===== config.mk =====
export PLATFORM = sky130hd
export DESIGN_NAME = quoted_word_splitter_core_flat
export DESIGN_NICKNAME = d
export VERILOG_FILES = /design/src/qws_pkg.sv /design/src/qws_if.sv /design/src/qws_lexer.sv /design/src/qws_res_fifo.sv /design/src/quoted_word_splitter_core.sv /design/src/flat_wrapper.sv
export VERILOG_INCLUDE_DIRS = /design/src /design/src/src
export SDC_FILE = /design/constraint.sdc
export NUM_CORES = 1
export LEC_CHECK = 0
export BUFFER_PORTS_ARGS = -buffer_cell sky130_fd_sc_hd__buf_2
export CORE_MARGIN = 5
export CORE_UTILIZATION = 49
export DETAILED_ROUTE_END_ITERATION = 10
export GPL_TIMING_DRIVEN = 1
export PLACE_DENSITY = 0.66
export SETUP_SLACK_MARGIN = 0.02
export SLEW_MARGIN = 15
export SYNTH_ARGS = -nofsm -noshare
export SYNTH_HDL_FRONTEND = slang
export SYNTH_SLANG_ARGS = --single-unit

===== constraint.sdc =====
create_clock -name clk_i -period 3.82 [get_ports clk_i]
set_input_delay 0.573 -clock clk_i [delete_from_list [all_inputs] [get_ports clk_i]]
set_output_delay 0.573 -clock clk_i [all_outputs]
set_load 0.02 [all_outputs]

===== src/quoted_word_splitter_core_macros.svh =====
// Assertion macros for the quoted word splitter.
// Used by the lexer and the result queue; expects clk_i and rst_ni in scope.
`ifndef QUOTED_WORD_SPLITTER_CORE_MACROS_SVH
`define QUOTED_WORD_SPLITTER_CORE_MACROS_SVH

// same-cycle implication, checked out of reset
`define QWS_ASSERT_IMPL(lbl, ante, cons, msg) \
  lbl: assert property (@(posedge clk_i) disable iff (!rst_ni) (ante) |-> (cons)) \
    else $error(msg);

// next-cycle implication, checked out of reset
`define QWS_ASSERT_NEXT(lbl, ante, cons, msg) \
  lbl: assert property (@(posedge clk_i) disable iff (!rst_ni) (ante) |=> (cons)) \
    else $error(msg);

`endif


===== src/qws_pkg.sv =====
// Shared types and constants of the quoted word splitter.
// No dependencies; imported by the interfaces and all modules.
`default_nettype none

package qws_pkg;

  localparam int CH_W   = 8;  // line byte
  localparam int TOK_W  = 4;  // token_index field
  localparam int POS_W  = 8;  // write_pos field
  localparam int TCNT_W = 5;  // token_count field

  localparam int MAX_TOKENS_DEF = 16;
  localparam int LINE_LEN_DEF   = 256;

  // result queue depth: room for one two-result item behind a stalled sink
  localparam int RES_FIFO_DEPTH = 4;

  localparam logic [CH_W-1:0] CH_NUL    = 8'h00;
  localparam logic [CH_W-1:0] CH_TAB    = 8'h09;
  localparam logic [CH_W-1:0] CH_SPACE  = 8'h20;
  localparam logic [CH_W-1:0] CH_DQUOTE = 8'h22;
  localparam logic [CH_W-1:0] CH_SQUOTE = 8'h27;
  localparam logic [CH_W-1:0] CH_BSLASH = 8'h5C;

  typedef struct packed {
    logic              has_byte;
    logic [CH_W-1:0]   out_byte;
    logic [TOK_W-1:0]  token_index;
    logic [POS_W-1:0]  write_pos;
    logic              line_done;
    logic [TCNT_W-1:0] token_count;
    logic              truncated;
    logic              overflow;
  } res_t;

  // what one lexer step hands to the result queue
  typedef struct packed {
    logic [1:0]       n;
    res_t [1:0]       rec;
  } lex_out_t;

endpackage

`default_nettype wire


===== src/qws_if.sv =====
// Valid/ready channel interfaces of the quoted word splitter.
// Depends on qws_pkg for field widths.
`default_nettype none

interface qws_in_if import qws_pkg::*; ();
  logic            valid;
  logic            ready;
  logic [CH_W-1:0] ch;

  modport source (output valid, output ch, input ready);
  modport sink   (input valid, input ch, output ready);
endinterface

interface qws_out_if import qws_pkg::*; ();
  logic              valid;
  logic              ready;
  logic              has_byte;
  logic [CH_W-1:0]   out_byte;
  logic [TOK_W-1:0]  token_index;
  logic [POS_W-1:0]  write_pos;
  logic              line_done;
  logic [TCNT_W-1:0] token_count;
  logic              truncated;
  logic              overflow;

  modport source (output valid, output has_byte, output out_byte, output token_index,
                  output write_pos, output line_done, output token_count,
                  output truncated, output overflow, input ready);
  modport sink   (input valid, input has_byte, input out_byte, input token_index,
                  input write_pos, input line_done, input token_count,
                  input truncated, input overflow, output ready);
endinterface

`default_nettype wire


===== src/qws_lexer.sv =====
// Lexer state and single-step next-state / result logic.
// Depends on qws_pkg and the assertion macro header.
`default_nettype none

module qws_lexer import qws_pkg::*; #(
  parameter int MAX_TOKENS = MAX_TOKENS_DEF,
  parameter int LINE_LEN   = LINE_LEN_DEF
) (
  input  wire logic            clk_i,
  input  wire logic            rst_ni,
  input  wire logic            step_i,
  input  wire logic [CH_W-1:0] ch_i,
  output lex_out_t             res_o
);

`include "quoted_word_splitter_core_macros.svh"

  localparam int WS_W    = $clog2(MAX_TOKENS + 1);
  localparam int SP_W    = $clog2(LINE_LEN + 1);
  localparam int WS_EXT  = WS_W + TCNT_W;
  localparam int SP_EXT  = SP_W + POS_W;

  typedef enum logic [1:0] {
    MODE_GAP,
    MODE_BARE,
    MODE_SINGLE,
    MODE_DOUBLE
  } lex_mode_e;

  lex_mode_e       mode_q, mode_n, mode_d;
  logic            esc_q, esc_n, esc_d;
  logic [WS_W-1:0] ws_q, ws_n, ws_d;
  logic [SP_W-1:0] sp_q, sp_n, sp_d;
  logic            disc_q, disc_n, disc_d;
  logic            trunc_q, trunc_n, trunc_d;
  logic            ovf_q, ovf_n, ovf_d;

  logic [1:0]      req_n;
  logic [CH_W-1:0] req0, req1;
  logic            done;
  logic            take;
  logic            ok0, ok1, fail;
  logic [1:0]      n_ok;
  logic [WS_W-1:0] tok_src;
  logic [WS_EXT-1:0] tok_ext, cnt_ext;
  logic [SP_EXT-1:0] sp_ext;
  logic [POS_W-1:0]  pos8;

  // lexing: up to two scratch write requests per byte
  always_comb begin
    mode_n  = mode_q;
    esc_n   = esc_q;
    ws_n    = ws_q;
    disc_n  = disc_q;
    trunc_n = trunc_q;
    req_n   = 2'd0;
    req0    = CH_NUL;
    req1    = CH_NUL;
    done    = 1'b0;
    take    = 1'b0;
    if (ch_i == CH_NUL) begin
      done = 1'b1;
      if (esc_q) begin
        req0  = CH_BSLASH;
        req_n = 2'd1;
      end
      if (mode_q != MODE_GAP && !disc_q) begin
        if (req_n == 2'd1) begin
          req1 = CH_NUL;
        end else begin
          req0 = CH_NUL;
        end
        req_n = req_n + 2'd1;
      end
    end else if (disc_q) begin
      take = 1'b0;
    end else if (esc_q) begin
      req0  = ch_i;
      req_n = 2'd1;
      esc_n = 1'b0;
    end else begin
      take = 1'b1;
      if (mode_q == MODE_GAP) begin
        if (ch_i inside {CH_SPACE, CH_TAB}) begin
          take = 1'b0;
        end else if (ws_q >= WS_W'(MAX_TOKENS)) begin
          trunc_n = 1'b1;
          disc_n  = 1'b1;
          take    = 1'b0;
        end else begin
          ws_n = ws_q + 1'b1;
          if (ch_i == CH_SQUOTE) begin
            mode_n = MODE_SINGLE;
            take   = 1'b0;
          end else if (ch_i == CH_DQUOTE) begin
            mode_n = MODE_DOUBLE;
            take   = 1'b0;
          end else begin
            mode_n = MODE_BARE;
          end
        end
      end
      if (take) begin
        case (mode_n)
          MODE_BARE: begin
            if (ch_i inside {CH_SPACE, CH_TAB}) begin
              req0   = CH_NUL;
              req_n  = 2'd1;
              mode_n = MODE_GAP;
            end else if (ch_i == CH_SQUOTE) begin
              mode_n = MODE_SINGLE;
            end else if (ch_i == CH_DQUOTE) begin
              mode_n = MODE_DOUBLE;
            end else if (ch_i == CH_BSLASH) begin
              esc_n = 1'b1;
            end else begin
              req0  = ch_i;
              req_n = 2'd1;
            end
          end
          MODE_SINGLE: begin
            if (ch_i == CH_SQUOTE) begin
              mode_n = MODE_BARE;
            end else begin
              req0  = ch_i;
              req_n = 2'd1;
            end
          end
          MODE_DOUBLE: begin
            if (ch_i == CH_DQUOTE) begin
              mode_n = MODE_BARE;
            end else if (ch_i == CH_BSLASH) begin
              esc_n = 1'b1;
            end else begin
              req0  = ch_i;
              req_n = 2'd1;
            end
          end
          default: begin
            mode_n = mode_q;
          end
        endcase
      end
    end
  end

  // scratch space: once a write misses, the position pins at the line length
  assign ok0  = (req_n != 2'd0) && (sp_q < SP_W'(LINE_LEN));
  assign ok1  = (req_n == 2'd2) && (sp_q < SP_W'(LINE_LEN - 1));
  assign n_ok = ok1 ? 2'd2 : (ok0 ? 2'd1 : 2'd0);
  assign fail = (req_n != n_ok);
  assign ovf_n = ovf_q | fail;
  assign sp_n  = fail ? SP_W'(LINE_LEN) : sp_q + SP_W'(n_ok);

  assign tok_src = (ws_n != '0) ? ws_n - 1'b1 : '0;
  assign tok_ext = WS_EXT'(tok_src);
  assign cnt_ext = WS_EXT'(ws_n);
  assign sp_ext  = SP_EXT'(sp_q);
  assign pos8    = sp_ext[POS_W-1:0];

  always_comb begin
    res_o = '0;
    for (int k = 0; k < 2; k++) begin
      res_o.rec[k].token_count = cnt_ext[TCNT_W-1:0];
      res_o.rec[k].truncated   = trunc_n;
      res_o.rec[k].overflow    = ovf_n;
    end
    res_o.n = (done && n_ok == 2'd0) ? 2'd1 : n_ok;
    if (ok0) begin
      res_o.rec[0].has_byte    = 1'b1;
      res_o.rec[0].out_byte    = req0;
      res_o.rec[0].token_index = tok_ext[TOK_W-1:0];
      res_o.rec[0].write_pos   = pos8;
    end
    res_o.rec[0].line_done   = done && !ok1;
    res_o.rec[1].has_byte    = 1'b1;
    res_o.rec[1].out_byte    = req1;
    res_o.rec[1].token_index = tok_ext[TOK_W-1:0];
    res_o.rec[1].write_pos   = pos8 + 1'b1;
    res_o.rec[1].line_done   = done;
  end

  // line end returns everything to reset
  always_comb begin
    mode_d  = done ? MODE_GAP : mode_n;
    esc_d   = done ? 1'b0 : esc_n;
    ws_d    = done ? '0 : ws_n;
    sp_d    = done ? '0 : sp_n;
    disc_d  = done ? 1'b0 : disc_n;
    trunc_d = done ? 1'b0 : trunc_n;
    ovf_d   = done ? 1'b0 : ovf_n;
  end

  always_ff @(posedge clk_i or negedge rst_ni) begin
    if (!rst_ni) begin
      mode_q  <= MODE_GAP;
      esc_q   <= 1'b0;
      ws_q    <= '0;
      sp_q    <= '0;
      disc_q  <= 1'b0;
      trunc_q <= 1'b0;
      ovf_q   <= 1'b0;
    end else if (step_i) begin
      mode_q  <= mode_d;
      esc_q   <= esc_d;
      ws_q    <= ws_d;
      sp_q    <= sp_d;
      disc_q  <= disc_d;
      trunc_q <= trunc_d;
      ovf_q   <= ovf_d;
    end
  end

  `QWS_ASSERT_IMPL(a_esc_in_word, esc_q, (mode_q != MODE_GAP) && !disc_q, "escape outside a word")
  `QWS_ASSERT_IMPL(a_ws_cap, 1'b1, ws_q <= WS_W'(MAX_TOKENS), "word count past limit")
  `QWS_ASSERT_NEXT(a_line_reset, step_i && (ch_i == CH_NUL),
                   (ws_q == '0) && (sp_q == '0) && (mode_q == MODE_GAP), "line end left state")

endmodule

`default_nettype wire


===== src/qws_res_fifo.sv =====
// Result queue: takes up to two results per cycle, gives one per cycle while the sink is ready.
// Depends on qws_pkg and the assertion macro header.
`default_nettype none

module qws_res_fifo import qws_pkg::*; (
  input  wire logic     clk_i,
  input  wire logic     rst_ni,
  input  wire logic     push_i,
  input  wire lex_out_t data_i,
  output logic          room_o,
  output logic          valid_o,
  input  wire logic     ready_i,
  output res_t          head_o
);

`include "quoted_word_splitter_core_macros.svh"

  localparam int PTR_W  = $clog2(RES_FIFO_DEPTH);
  localparam int FILL_W = $clog2(RES_FIFO_DEPTH + 1);

  res_t              mem_q [RES_FIFO_DEPTH];
  logic [PTR_W-1:0]  wr_q, wr_d, wr_p1, rd_q, rd_d;
  logic [FILL_W-1:0] fill_q, fill_d;
  logic [1:0]        push_n;
  logic              pop;

  assign push_n  = push_i ? data_i.n : 2'd0;
  assign pop     = valid_o && ready_i;
  assign valid_o = (fill_q != '0);
  assign head_o  = mem_q[rd_q];
  // room for a full two-result step, ignoring a pop in the same cycle
  assign room_o  = (fill_q <= FILL_W'(RES_FIFO_DEPTH - 2));

  assign wr_p1  = wr_q + 1'b1;
  assign wr_d   = wr_q + PTR_W'(push_n);
  assign rd_d   = rd_q + PTR_W'(pop);
  assign fill_d = fill_q + FILL_W'(push_n) - FILL_W'(pop);

  always_ff @(posedge clk_i) begin
    if (push_n != 2'd0) begin
      mem_q[wr_q] <= data_i.rec[0];
    end
    if (push_n == 2'd2) begin
      mem_q[wr_p1] <= data_i.rec[1];
    end
  end

  always_ff @(posedge clk_i or negedge rst_ni) begin
    if (!rst_ni) begin
      wr_q   <= '0;
      rd_q   <= '0;
      fill_q <= '0;
    end else begin
      wr_q   <= wr_d;
      rd_q   <= rd_d;
      fill_q <= fill_d;
    end
  end

  `QWS_ASSERT_IMPL(a_fill_bound, 1'b1, fill_q <= FILL_W'(RES_FIFO_DEPTH), "queue overfilled")
  `QWS_ASSERT_IMPL(a_push_room, push_n != 2'd0, room_o, "push without room")
  `QWS_ASSERT_NEXT(a_fill_track, 1'b1,
                   fill_q == $past(fill_q) + FILL_W'($past(push_n)) - FILL_W'($past(pop)),
                   "fill count drifted")

endmodule

`default_nettype wire


===== src/quoted_word_splitter_core.sv =====
// Top level of the quoted word splitter: input register, lexer, result queue.
// Depends on qws_pkg, qws_if, qws_lexer and qws_res_fifo.
//
//   channel | dir | payload                                  | results per item
//   --------+-----+------------------------------------------+-----------------
//   in_i    | in  | ch                                       | -
//   out_o   | out | has_byte out_byte token_index write_pos  | 0, 1 or 2
//           |     | line_done token_count truncated overflow |
//
// One byte per cycle while the queue has room; a byte's first result goes through
// the input register, then the lexer step writes it into the result queue, whose
// head drives the output port.
// A line end with a pending backslash gives two results if the scratch buffer has
// room for both; input stalls only when the 4-entry queue has under 2 free.
// Asynchronous active-low reset clears all lexer state and the queue; no sweep.
// Output stalls back up through the queue and the input register.
`default_nettype none

module quoted_word_splitter_core import qws_pkg::*; #(
  parameter int MAX_TOKENS = MAX_TOKENS_DEF,
  parameter int LINE_LEN   = LINE_LEN_DEF
) (
  input  wire logic   clk_i,
  input  wire logic   rst_ni,
  qws_in_if.sink      in_i,
  qws_out_if.source   out_o
);

  logic            s1_valid_q, s1_valid_d;
  logic [CH_W-1:0] s1_ch_q;
  logic            s1_fire;
  logic            in_fire;
  logic            room;
  lex_out_t        lex_res;
  res_t            head;

  // the held byte moves on whenever the queue can take two results
  assign s1_fire    = s1_valid_q && room;
  assign in_i.ready = !s1_valid_q || s1_fire;
  assign in_fire    = in_i.valid && in_i.ready;
  assign s1_valid_d = in_fire || (s1_valid_q && !s1_fire);

  always_ff @(posedge clk_i or negedge rst_ni) begin
    if (!rst_ni) begin
      s1_valid_q <= 1'b0;
    end else begin
      s1_valid_q <= s1_valid_d;
    end
  end

  always_ff @(posedge clk_i) begin
    if (in_fire) begin
      s1_ch_q <= in_i.ch;
    end
  end

  qws_lexer #(
    .MAX_TOKENS (MAX_TOKENS),
    .LINE_LEN   (LINE_LEN)
  ) u_lexer (
    .clk_i  (clk_i),
    .rst_ni (rst_ni),
    .step_i (s1_fire),
    .ch_i   (s1_ch_q),
    .res_o  (lex_res)
  );

  qws_res_fifo u_res_fifo (
    .clk_i   (clk_i),
    .rst_ni  (rst_ni),
    .push_i  (s1_fire),
    .data_i  (lex_res),
    .room_o  (room),
    .valid_o (out_o.valid),
    .ready_i (out_o.ready),
    .head_o  (head)
  );

  assign out_o.has_byte    = head.has_byte;
  assign out_o.out_byte    = head.out_byte;
  assign out_o.token_index = head.token_index;
  assign out_o.write_pos   = head.write_pos;
  assign out_o.line_done   = head.line_done;
  assign out_o.token_count = head.token_count;
  assign out_o.truncated   = head.truncated;
  assign out_o.overflow    = head.overflow;

endmodule

`default_nettype wire


===== src/flat_wrapper.sv =====
// flat-port wrapper written by rule: the top's interface ports become plain ports
module quoted_word_splitter_core_flat import qws_pkg::*;
#(
  parameter int MAX_TOKENS = MAX_TOKENS_DEF,
  parameter int LINE_LEN   = LINE_LEN_DEF
)
  (clk_i, rst_ni, in_i_valid, in_i_ch, in_i_ready, out_o_valid, out_o_has_byte, out_o_out_byte, out_o_token_index, out_o_write_pos, out_o_line_done, out_o_token_count, out_o_truncated, out_o_overflow, out_o_ready);
  qws_in_if in_i_i ();
  qws_out_if out_o_i ();
  input  wire logic clk_i;
  input  wire logic rst_ni;
  input wire logic [$bits(in_i_i.valid)-1:0] in_i_valid;
  input wire logic [$bits(in_i_i.ch)-1:0] in_i_ch;
  output wire logic [$bits(in_i_i.ready)-1:0] in_i_ready;
  output wire logic [$bits(out_o_i.valid)-1:0] out_o_valid;
  output wire logic [$bits(out_o_i.has_byte)-1:0] out_o_has_byte;
  output wire logic [$bits(out_o_i.out_byte)-1:0] out_o_out_byte;
  output wire logic [$bits(out_o_i.token_index)-1:0] out_o_token_index;
  output wire logic [$bits(out_o_i.write_pos)-1:0] out_o_write_pos;
  output wire logic [$bits(out_o_i.line_done)-1:0] out_o_line_done;
  output wire logic [$bits(out_o_i.token_count)-1:0] out_o_token_count;
  output wire logic [$bits(out_o_i.truncated)-1:0] out_o_truncated;
  output wire logic [$bits(out_o_i.overflow)-1:0] out_o_overflow;
  input wire logic [$bits(out_o_i.ready)-1:0] out_o_ready;
  assign in_i_i.valid = in_i_valid;
  assign in_i_i.ch = in_i_ch;
  assign in_i_ready = in_i_i.ready;
  assign out_o_valid = out_o_i.valid;
  assign out_o_has_byte = out_o_i.has_byte;
  assign out_o_out_byte = out_o_i.out_byte;
  assign out_o_token_index = out_o_i.token_index;
  assign out_o_write_pos = out_o_i.write_pos;
  assign out_o_line_done = out_o_i.line_done;
  assign out_o_token_count = out_o_i.token_count;
  assign out_o_truncated = out_o_i.truncated;
  assign out_o_overflow = out_o_i.overflow;
  assign out_o_i.ready = out_o_ready;
  quoted_word_splitter_core #(.MAX_TOKENS(MAX_TOKENS), .LINE_LEN(LINE_LEN)) u_core (.clk_i(clk_i), .rst_ni(rst_ni), .in_i(in_i_i), .out_o(out_o_i));
endmodule

==> results of run 1 <==
cells in the final DEF (no fill, tap or decap), types with 7 or more instances in the layout:
master / n
ha_1: 13
o22ai_1: 17
nor2_2: 10
nor2_1: 45
buf_4: 47
inv_1: 17
nand2_1: 58
nand3_1: 31
a32o_1: 7
nor3_1: 14
nand4_1: 13
a21o_1: 7
dfxtp_1: 36
dfrtp_1: 27
and2_1: 7
a31o_2: 11
clkbuf_16: 17
a32oi_1: 7
buf_2: 42
mux2i_1: 8
xnor2_1: 9
o21ai_0: 16
a211oi_1: 7
mux4_2: 29
a21oi_1: 59
edfxtp_1: 88
routing by layer:
layer | vias to the layer above | share of wire [%]
met3 | 58 | 7.6
met4 | 0 | 2.9
met1 | 3183 | 41
li1 | 2914 | -
met2 | 309 | 48
met5 | - | 0
what timing repair did:
item | CTS | global route
buffers inserted | 1 | 8
pin swaps | 1 | 1
setup endpoints to repair | 1 | 24
resized for setup | 0 | 1
sequential cells by signal, summed over array words and instances, names as in the netlist, 2 cells and up:
name                      flops
u_core.s1_ch_q                8
u_core.u_res_fifo.mem_q     116
u_core.u_lexer.sp_q           9
u_core.u_lexer.ws_q           5
u_core.u_lexer.mode_q         2
u_core.u_res_fifo.rd_q        2
u_core.u_res_fifo.fill_q      3
u_core.u_res_fifo.wr_q        2
power by group:
part | internal, W | switching, W | total, W
combinational | 0.00136 | 0.00200 | 0.00336
clock | 0.00112 | 0.000695 | 0.00182
sequential | 0.00228 | 0.000449 | 0.00273
total | 0.00477 | 0.00315 | 0.00791
worst max-delay path by stage:
stage,from,end,cells after the start
4_1_cts,u_core.s1_ch_q[7],u_core.u_lexer.sp_q[8],13
3_3_place_gp,u_core.s1_ch_q[7],u_core.u_res_fifo.mem_q[1][0],8
5_1_grt,u_core.s1_ch_q[2],u_core.u_lexer.sp_q[8],13
3_5_place_dp,u_core.s1_ch_q[7],u_core.u_res_fifo.mem_q[1][0],8
6_report,u_core.s1_ch_q[2],u_core.u_lexer.sp_q[8],13
2_1_floorplan,u_core.s1_ch_q[7],u_core.u_lexer.sp_q[8],15
area by class of cell:
type,count,area share (%)
clock buffers,20,4.702
clock inverters,12,1.976
inverters,18,0.7112
multi-input cells,500,40.52
flip-flops and latches,152,42.79
well taps,220,2.897
repair buffers,92,6.401
worst max-delay path: cells and delay by family, from the launching register on:
family                     cells  cell delay [ns]
and+or+nand+nor                9             2.07
AOI/OAI and AO/OA              2             0.35
adders and majority gates      2             0.63
DFF                            1             0.52
kinds of logic after synthesis:
family / synth area share, %
flops: 49.15
mux: 8.868
xor+xnor: 1.483
simple gates: 16.09
buf+inv: 4.358
compound gates: 17.60
fa+ha+maj: 2.452
synthesized netlist by cell type, types with 17 or more instances:
library cell	n
edfxtp_1	88
a21oi_1	59
nand2_1	58
nor2_1	45
dfxtp_1	36
nand3_1	31
mux4_2	29
dfrtp_1	28
clkbuf_1	23
buf_2	17
inv_1	17
o22ai_1	17
stage by stage:
step                      setup slack [ns]  hold WS [ns]  cells  utilization (%)  total power [W]
after global placement             0.08460        0.4350    973            53.03         0.005939
after global routing               0.02646        0.2212   1014            57.29         0.008338
after floorplan                     0.3310        0.2774    725                -         0.004971
final                               0.1775        0.1795   1014            57.29         0.007914
after detailed placement           0.01868        0.4347    973            53.03         0.006062
after CTS                          0.06523        0.1857   1006            56.90         0.007905
==> implementation parameters, run 1 <==
Parameter                              Value

Die
  Row cnt ... 47
  Boundary Pins ... 43
  Floorplan die area ... ~20,000 um2
  X dimension of the die ... about 140 um
  Placeable core region ... between 15,000 and 20,000 um2
  Die Y ... 139.9 um
  Starting density of the core ... about half

Global routing
  Met1 track demand over resource in global routing ... 31.21%
  Global-route met3 utilization ... under 10%
  First-pass GRT wire length ... approximately 36 mm
  Overflow after GRT ... 0
  Number of antenna violations at the first check in global routing ... 0
  Fraction of met2 tracks used by global routing ... 38.39%
  Overall global routing resource usage ... a little under a quarter
  Most congested layer reported by global routing ... met2
  Vias in the first global route ... ~6,300
  Pin count of the biggest net entering global routing ... 33

Clock network
  CTS max path bufs ... 2
  Count of hold-fix buffers inserted at cts ... 0
  H-Tree Depth ... 4
  Worst-Skew Late Latency ... 0.43 ns
  Clock-pin slew of the registers on the worst-case setup and hold paths ... approximately 0.060 ns
  Root Buffer ... clkbuf_16
  CTS sink count ... 152
  Clock buffers created by TritonCTS ... 17
  TritonCTS clock tree ... yes

Synthesis
  Proportion of register bits with asynchronous set or reset after synthesis ... between 15 and 20%
  Number of warnings printed during yosys synthesis ... 0
  Cells after synthesis ... 725
  Number of enable flip-flop cells after synthesis ... 88
  Mean cell area of the mapped netlist ... between 10 and 15 um2
  Top cells by area, synth ... edfxtp_1 (32%), dfxtp_1 (8.7%), dfrtp_1 (8.5%), mux4_2 (7.9%), a21oi_1 (3.6%)
  Syn nets ... roughly 750
  Area leader, netlist ... edfxtp_1
  Yosys reg bits ... between 150 and 200
  Top-area cell type share of the netlist area ... 31.96%
  Share of synthesized area occupied by flip-flops and latches ... around half
  Cell area after technology mapping ... around 8300 um2
  Most used flip-flop cell after synthesis ... edfxtp_1
  Number of distinct library cell variants in the gate-level netlist after synthesis ... a little over 90

Timing
  Crit path time final ... 3.643 ns
  Setup repair after global routing missed its margin ... no
  Share of the clock period used by the worst path after layout ... between 90 and 100%
  Maximum frequency from static timing analysis ... 274.5 MHz
  Transition time at the pin with the least slew margin ... 1.010 ns
  Total Neg Setup Slack ... 0 ns
  Total of endpoints with negative setup slack in the final report ... 0
  Max-slew headroom ... approximately 33%
  Final-report hold violation count ... 0
  Final Skew ... between 0.006 and 0.007 ns
  Final max-slew violation count ... 0

Worst setup path
  Crit path largest cell delay ... 0.66 ns
  Reg-to-reg startpoint ... u_core.s1_ch_q[2]
  Worst-case reg-to-reg path depth ... 13
  Kind of end point of the critical path ... register
  Crit path kind ... reg2reg
  Arrival time at the worst endpoint ... approximately 4.0 ns
  Worst setup SP type ... register
  End of the worst register-to-register path ... u_core.u_lexer.sp_q[8]
  Cell-by-cell trace of the critical path ... or4_4, nor2_8, nand2_1, nor3_4, nand3_1, and2_1, ha_1, fa_1, and3_1, nand2_1, nor2_1, a31o_2, a21oi_1
  Required time of the critical path ... between 4 and 5 ns
  FF-to-FF setup slack ... 0.18 ns
  Worst Path Max Fanout ... 16
  Most numerous cell on the critical path ... nand2_1
  Slowest stage cell on the critical path ... or4_4

Drt
  Average via count per standard cell ... about 6.4
  Average routed wire per standard cell ... 22.76 um
  Length of the first detailed-routing pass in iterations ... 6
  Post-detailed-route DRC marker count ... 0
  DRT iter0 DRCs ... roughly 620
  Number of vias after detailed routing ... ~6,500
  Post-DRT Antenna Nets ... 0
  Aggregate routed wire length ... approximately 23 mm

Pwr
  IR drop worst, VDD ... approximately 0.00045 V
  Static Leak ... between 3 and 4 nW
  Ratio of total power to cell area ... between 800 and 900 nW/um2

Min path
  Path type of the worst min-delay path ... in2async

Place
  Final HPWL from detailed placement ... between 15 and 20 mm
  Number of input and output port buffers inserted ... 42
  Final RePlAce weighted congestion ... ~0.91
  Placed Instance Area ... a little under 9000 um2

Final layout
  Combined area of the multi-input logic cells ... between 3000 and 4000 um2
  Post-route cell area ... approximately 9500 um2
  Post-layout net count ... ~810
  Area added between synthesis and finish ... 14.91%
  Diode insertion count for antenna repair ... 0
  Area taken by flip-flops and latches ... a little over 4000 um2
  Share of layout cells above drive strength 1 ... a little over a quarter
  Layout fillers ... about 1,400

Flow run
  Number of max-capacitance violations reported ... 0

Run status
  Outcome ... finished, final reports clean
Note: power is estimated with default switching activity, not from simulation.
==> run 2, diff against run 1 <==
--- a/config.mk
+++ b/config.mk
@@ -7,11 +7,13 @@
 export NUM_CORES = 1
 export LEC_CHECK = 0
 export BUFFER_PORTS_ARGS = -buffer_cell sky130_fd_sc_hd__buf_2
+export CELL_PAD_IN_SITES_DETAIL_PLACEMENT = 0
+export CELL_PAD_IN_SITES_GLOBAL_PLACEMENT = 2
 export CORE_MARGIN = 5
-export CORE_UTILIZATION = 49
+export CORE_UTILIZATION = 42
 export DETAILED_ROUTE_END_ITERATION = 10
 export GPL_TIMING_DRIVEN = 1
-export PLACE_DENSITY = 0.66
+export PLACE_DENSITY_LB_ADDON = 0.1
 export SETUP_SLACK_MARGIN = 0.02
 export SLEW_MARGIN = 15
 export SYNTH_ARGS = -nofsm -noshare
==> run 2 against run 1 <==
Compared with the run above:
- final cell count grew 5.1%
- maximum frequency grew 0.53%
- via count shrank 1.5%
- hold slack gained 0.019 ns
- first-iteration DRC count shrank 15%
- sequential share of layout area shrank 0.13 points
- clock-buffer cell count shrank 1
- critical path type unchanged
- largest power group unchanged
- highest routed layer unchanged
==> implementation parameters, run 2 (synthesized netlist as in run 1, its figures left out) <==
Parameter                              Value

Run status
  Outcome ... finished, final reports clean

Final layout
  Layout fillers ... 1,833 (+34%)
  Biggest register ... u_core.u_res_fifo.mem_q
  Area added between synthesis and finish ... 15.27%
  Fin util ... 49.13% (-8.2 points)
  Max FFs per register ... 116 (unchanged)
  Most frequent cells in the layout ... edfxtp_1 (88), a21oi_1 (59), nand2_1 (58)
  Post-layout net count ... 815 (+0.87%)
  Share of layout cells above drive strength 1 ... 27.47% (+1.3 points)
  Regs by FF count ... u_core.u_res_fifo.mem_q x116, u_core.u_lexer.sp_q x9, u_core.s1_ch_q x8
  Most common library cell in the layout ignoring fill and taps ... edfxtp_1
  Area taken by flip-flops and latches ... 4065 um2 (unchanged)
  Diode insertion count for antenna repair ... 0 (unchanged)
  Combined area of the multi-input logic cells ... 3866 um2 (+0.42%)
  Post-route cell area ... 9530 um2 (+0.32%)

Worst setup path
  Delay-heaviest family, CP ... simple AND/OR/NAND/NOR gates
  Worst-case reg-to-reg path depth ... 13 (unchanged)
  Reg-to-reg startpoint ... u_core.s1_ch_q[3]
  FF-to-FF setup slack ... 0.20 ns (+0.02 ns)
  Required time of the critical path ... 4.17 ns (about the same)
  Slowest stage cell on the critical path ... or3_1
  End of the worst register-to-register path ... u_core.u_res_fifo.fill_q[2]
  Crit path largest cell delay ... 0.53 ns (-0.13 ns)
  Cell-by-cell trace of the critical path ... buf_4, nor4_2, a21oi_2, or3_1, a21oi_4, or2_1, nand3_1, ha_1, inv_1, ha_1, fa_1, xnor2_1, xnor2_1
  Worst Path Max Fanout ... 8 (-8)
  Arrival time at the worst endpoint ... 3.97 ns (-0.03 ns)
  Crit path kind ... reg2reg
  CP Buf/Inv Count ... 2 (+2)
  Kind of end point of the critical path ... register
  Worst setup SP type ... register

Die
  Die Y ... 150.3 um (+7.4%)
  Placeable core region ... 19,400 um2 (+17%)
  Row cnt ... 51 (+8.5%)
  Boundary Pins ... 43 (unchanged)
  X dimension of the die ... 150.3 um (+7.4%)
  Floorplan die area ... 22,590 um2 (+15%)
  Starting density of the core ... 42.62% (-7.2 points)

Clock network
  CTS max path bufs ... 2 (unchanged)
  Root Buffer ... clkbuf_16
  Worst-Skew Late Latency ... 0.42 ns (about the same)
  Count of hold-fix buffers inserted at cts ... 0 (unchanged)
  H-Tree Depth ... 4 (unchanged)
  Clock-pin slew of the registers on the worst-case setup and hold paths ... 0.07 ns (about the same)
  TritonCTS clock tree ... yes
  Clock buffers created by TritonCTS ... 17 (unchanged)
  CTS sink count ... 152 (unchanged)

Place
  Number of input and output port buffers inserted ... 42 (unchanged)
  Placed Instance Area ... 8884 um2 (+1.0%)
  Final HPWL from detailed placement ... 16.90 mm (+4.1%)
  Final RePlAce weighted congestion ... 0.8660 (-4.7%)

Pwr
  Static Leak ... 3.579 nW (-0.17%)
  Portion of total power attributed to sequential cells ... 34.0% (-0.5 points)
  Reported net switching power ... 0.003185 W (+1.2%)
  Fraction of power spent switching nets ... 41.14% (+1.4 points)
  Clock network fraction of total power ... 21.0% (-2.0 points)
  Ratio of total power to cell area ... 812.3 nW/um2 (-2.5%)
  IR drop worst, VDD ... 0.0003766 V (-17%)
  Pint ... 0.004557 W (-4.4%)
  Combinational share of power ... 45.0% (+2.5 points)

Drt
  DRT iter0 DRCs ... 528 (-15%)
  Aggregate routed wire length ... 24.39 mm (+5.7%)
  Post-detailed-route DRC marker count ... 0 (unchanged)
  Post-DRT Antenna Nets ... 0 (unchanged)
  Number of vias after detailed routing ... 6,370 (-1.5%)
  Average via count per standard cell ... 5.976 (-6.3%)
  Length of the first detailed-routing pass in iterations ... 5 (-1)
  Average routed wire per standard cell ... 22.88 um (+0.55%)

Timing
  Final Skew ... 0.01011 ns (+0.004095 ns)
  Total Neg Setup Slack ... 0 ns (unchanged)
  Final-report hold violation count ... 0 (unchanged)
  Final max-slew violation count ... 0 (unchanged)
  Max-slew headroom ... 40.23% (+7.6 points)
  Final hold slack ... 0.1987 ns (+0.01923 ns)
  Maximum frequency from static timing analysis ... 276.0 MHz (+0.53%)
  Transition time at the pin with the least slew margin ... 0.8897 ns (-0.1202 ns)
  Total of endpoints with negative setup slack in the final report ... 0 (unchanged)
  Setup repair after global routing missed its margin ... yes
  Crit path time final ... 3.623 ns (-0.01914 ns)
  Share of the clock period used by the worst path after layout ... 94.85% (-0.50 points)

Min path
  Path type of the worst min-delay path ... in2async

Global routing
  Number of antenna violations at the first check in global routing ... 0 (unchanged)
  Vias in the first global route ... 6,369 (+0.44%)
  Most congested layer reported by global routing ... met2
  Overflow after GRT ... 0 (unchanged)
  Global-route met3 utilization ... 3.733% (-1.9 points)
  Overall global routing resource usage ... 22.42% (-1.3 points)
  Fraction of met2 tracks used by global routing ... 36.58% (-1.8 points)
  Met1 track demand over resource in global routing ... 30.94% (-0.27 points)
  Pin count of the biggest net entering global routing ... 30 (-9.1%)
  First-pass GRT wire length ... 38.16 mm (+5.6%)

Flow run
  Number of max-capacitance violations reported ... 0 (unchanged)
[run 2: power groups by stage]
stage / registers (W) / clock network, W / logic [W]
final: 0.00263 / 0.00162 / 0.00349
after global routing: 0.00269 / 0.00173 / 0.00381
after CTS: 0.00263 / 0.00165 / 0.00347
after detailed placement: 0.00266 / 0 / 0.00345
after global placement: 0.00264 / 0 / 0.00342
after floorplan: 0.00247 / 0 / 0.00250
[run 2: routing by layer]
layer	routed length [um]	part of all wire [%]	up-vias
met5	0	0	-
met4	402	1.6	0
met3	1164	4.8	22
met2	11830	48	172
met1	11000	45	3244
li1	-	-	2932
[run 2: worst register-to-register path, delay by kind of cell (launching register included)]
kind            cells  cell delay, ns
buf+inv             2            0.24
fa+ha+maj           3            0.86
flops               1            0.50
simple gates        4            1.23
compound gates      2            0.43
xor+xnor            2            0.32
[run 2: timing repair]
item,in CTS,in global routing
setup endpoints to repair,0,4
resized for setup,0,4
setup buffers,0,9
[run 2: worst max path at each step]
stage | cells past startpoint | end | slack [ns] | startpoint
after floorplan | 15 | u_core.u_lexer.sp_q[8] | 0.33 | u_core.s1_ch_q[7]
after global placement | 9 | u_core.u_res_fifo.mem_q[1][0] | 0.12 | u_core.s1_ch_q[7]
after detailed placement | 9 | u_core.u_res_fifo.mem_q[1][0] | 0.11 | u_core.s1_ch_q[0]
after CTS | 9 | u_core.u_res_fifo.mem_q[1][0] | 0.08 | u_core.s1_ch_q[0]
after global routing | 14 | u_core.u_lexer.sp_q[8] | 0.002 | u_core.u_lexer.mode_q[0]
final | 13 | u_core.u_res_fifo.fill_q[2] | 0.20 | u_core.s1_ch_q[3]
[run 2: through the flow]
stage          std cells  worst slack (ns)  total power, W
2_1_floorplan        725            0.3310        0.004971
3_3_place_gp        1025            0.1179        0.006063
3_5_place_dp        1025            0.1109        0.006118
4_1_cts             1057           0.08168        0.007756
5_1_grt             1066          0.001580        0.008232
6_report            1066            0.1966        0.007741
[run 2: cell type report]
| type | instances | area share [%] |
|---|---|---|
| clock buffer | 19 | 4.766 |
| clock inverter | 13 | 1.129 |
| inverter | 18 | 0.7089 |
| multi-input combinational | 500 | 40.57 |
| sequential | 152 | 42.65 |
| tap | 265 | 3.479 |
| timing repair buffer | 99 | 6.696 |
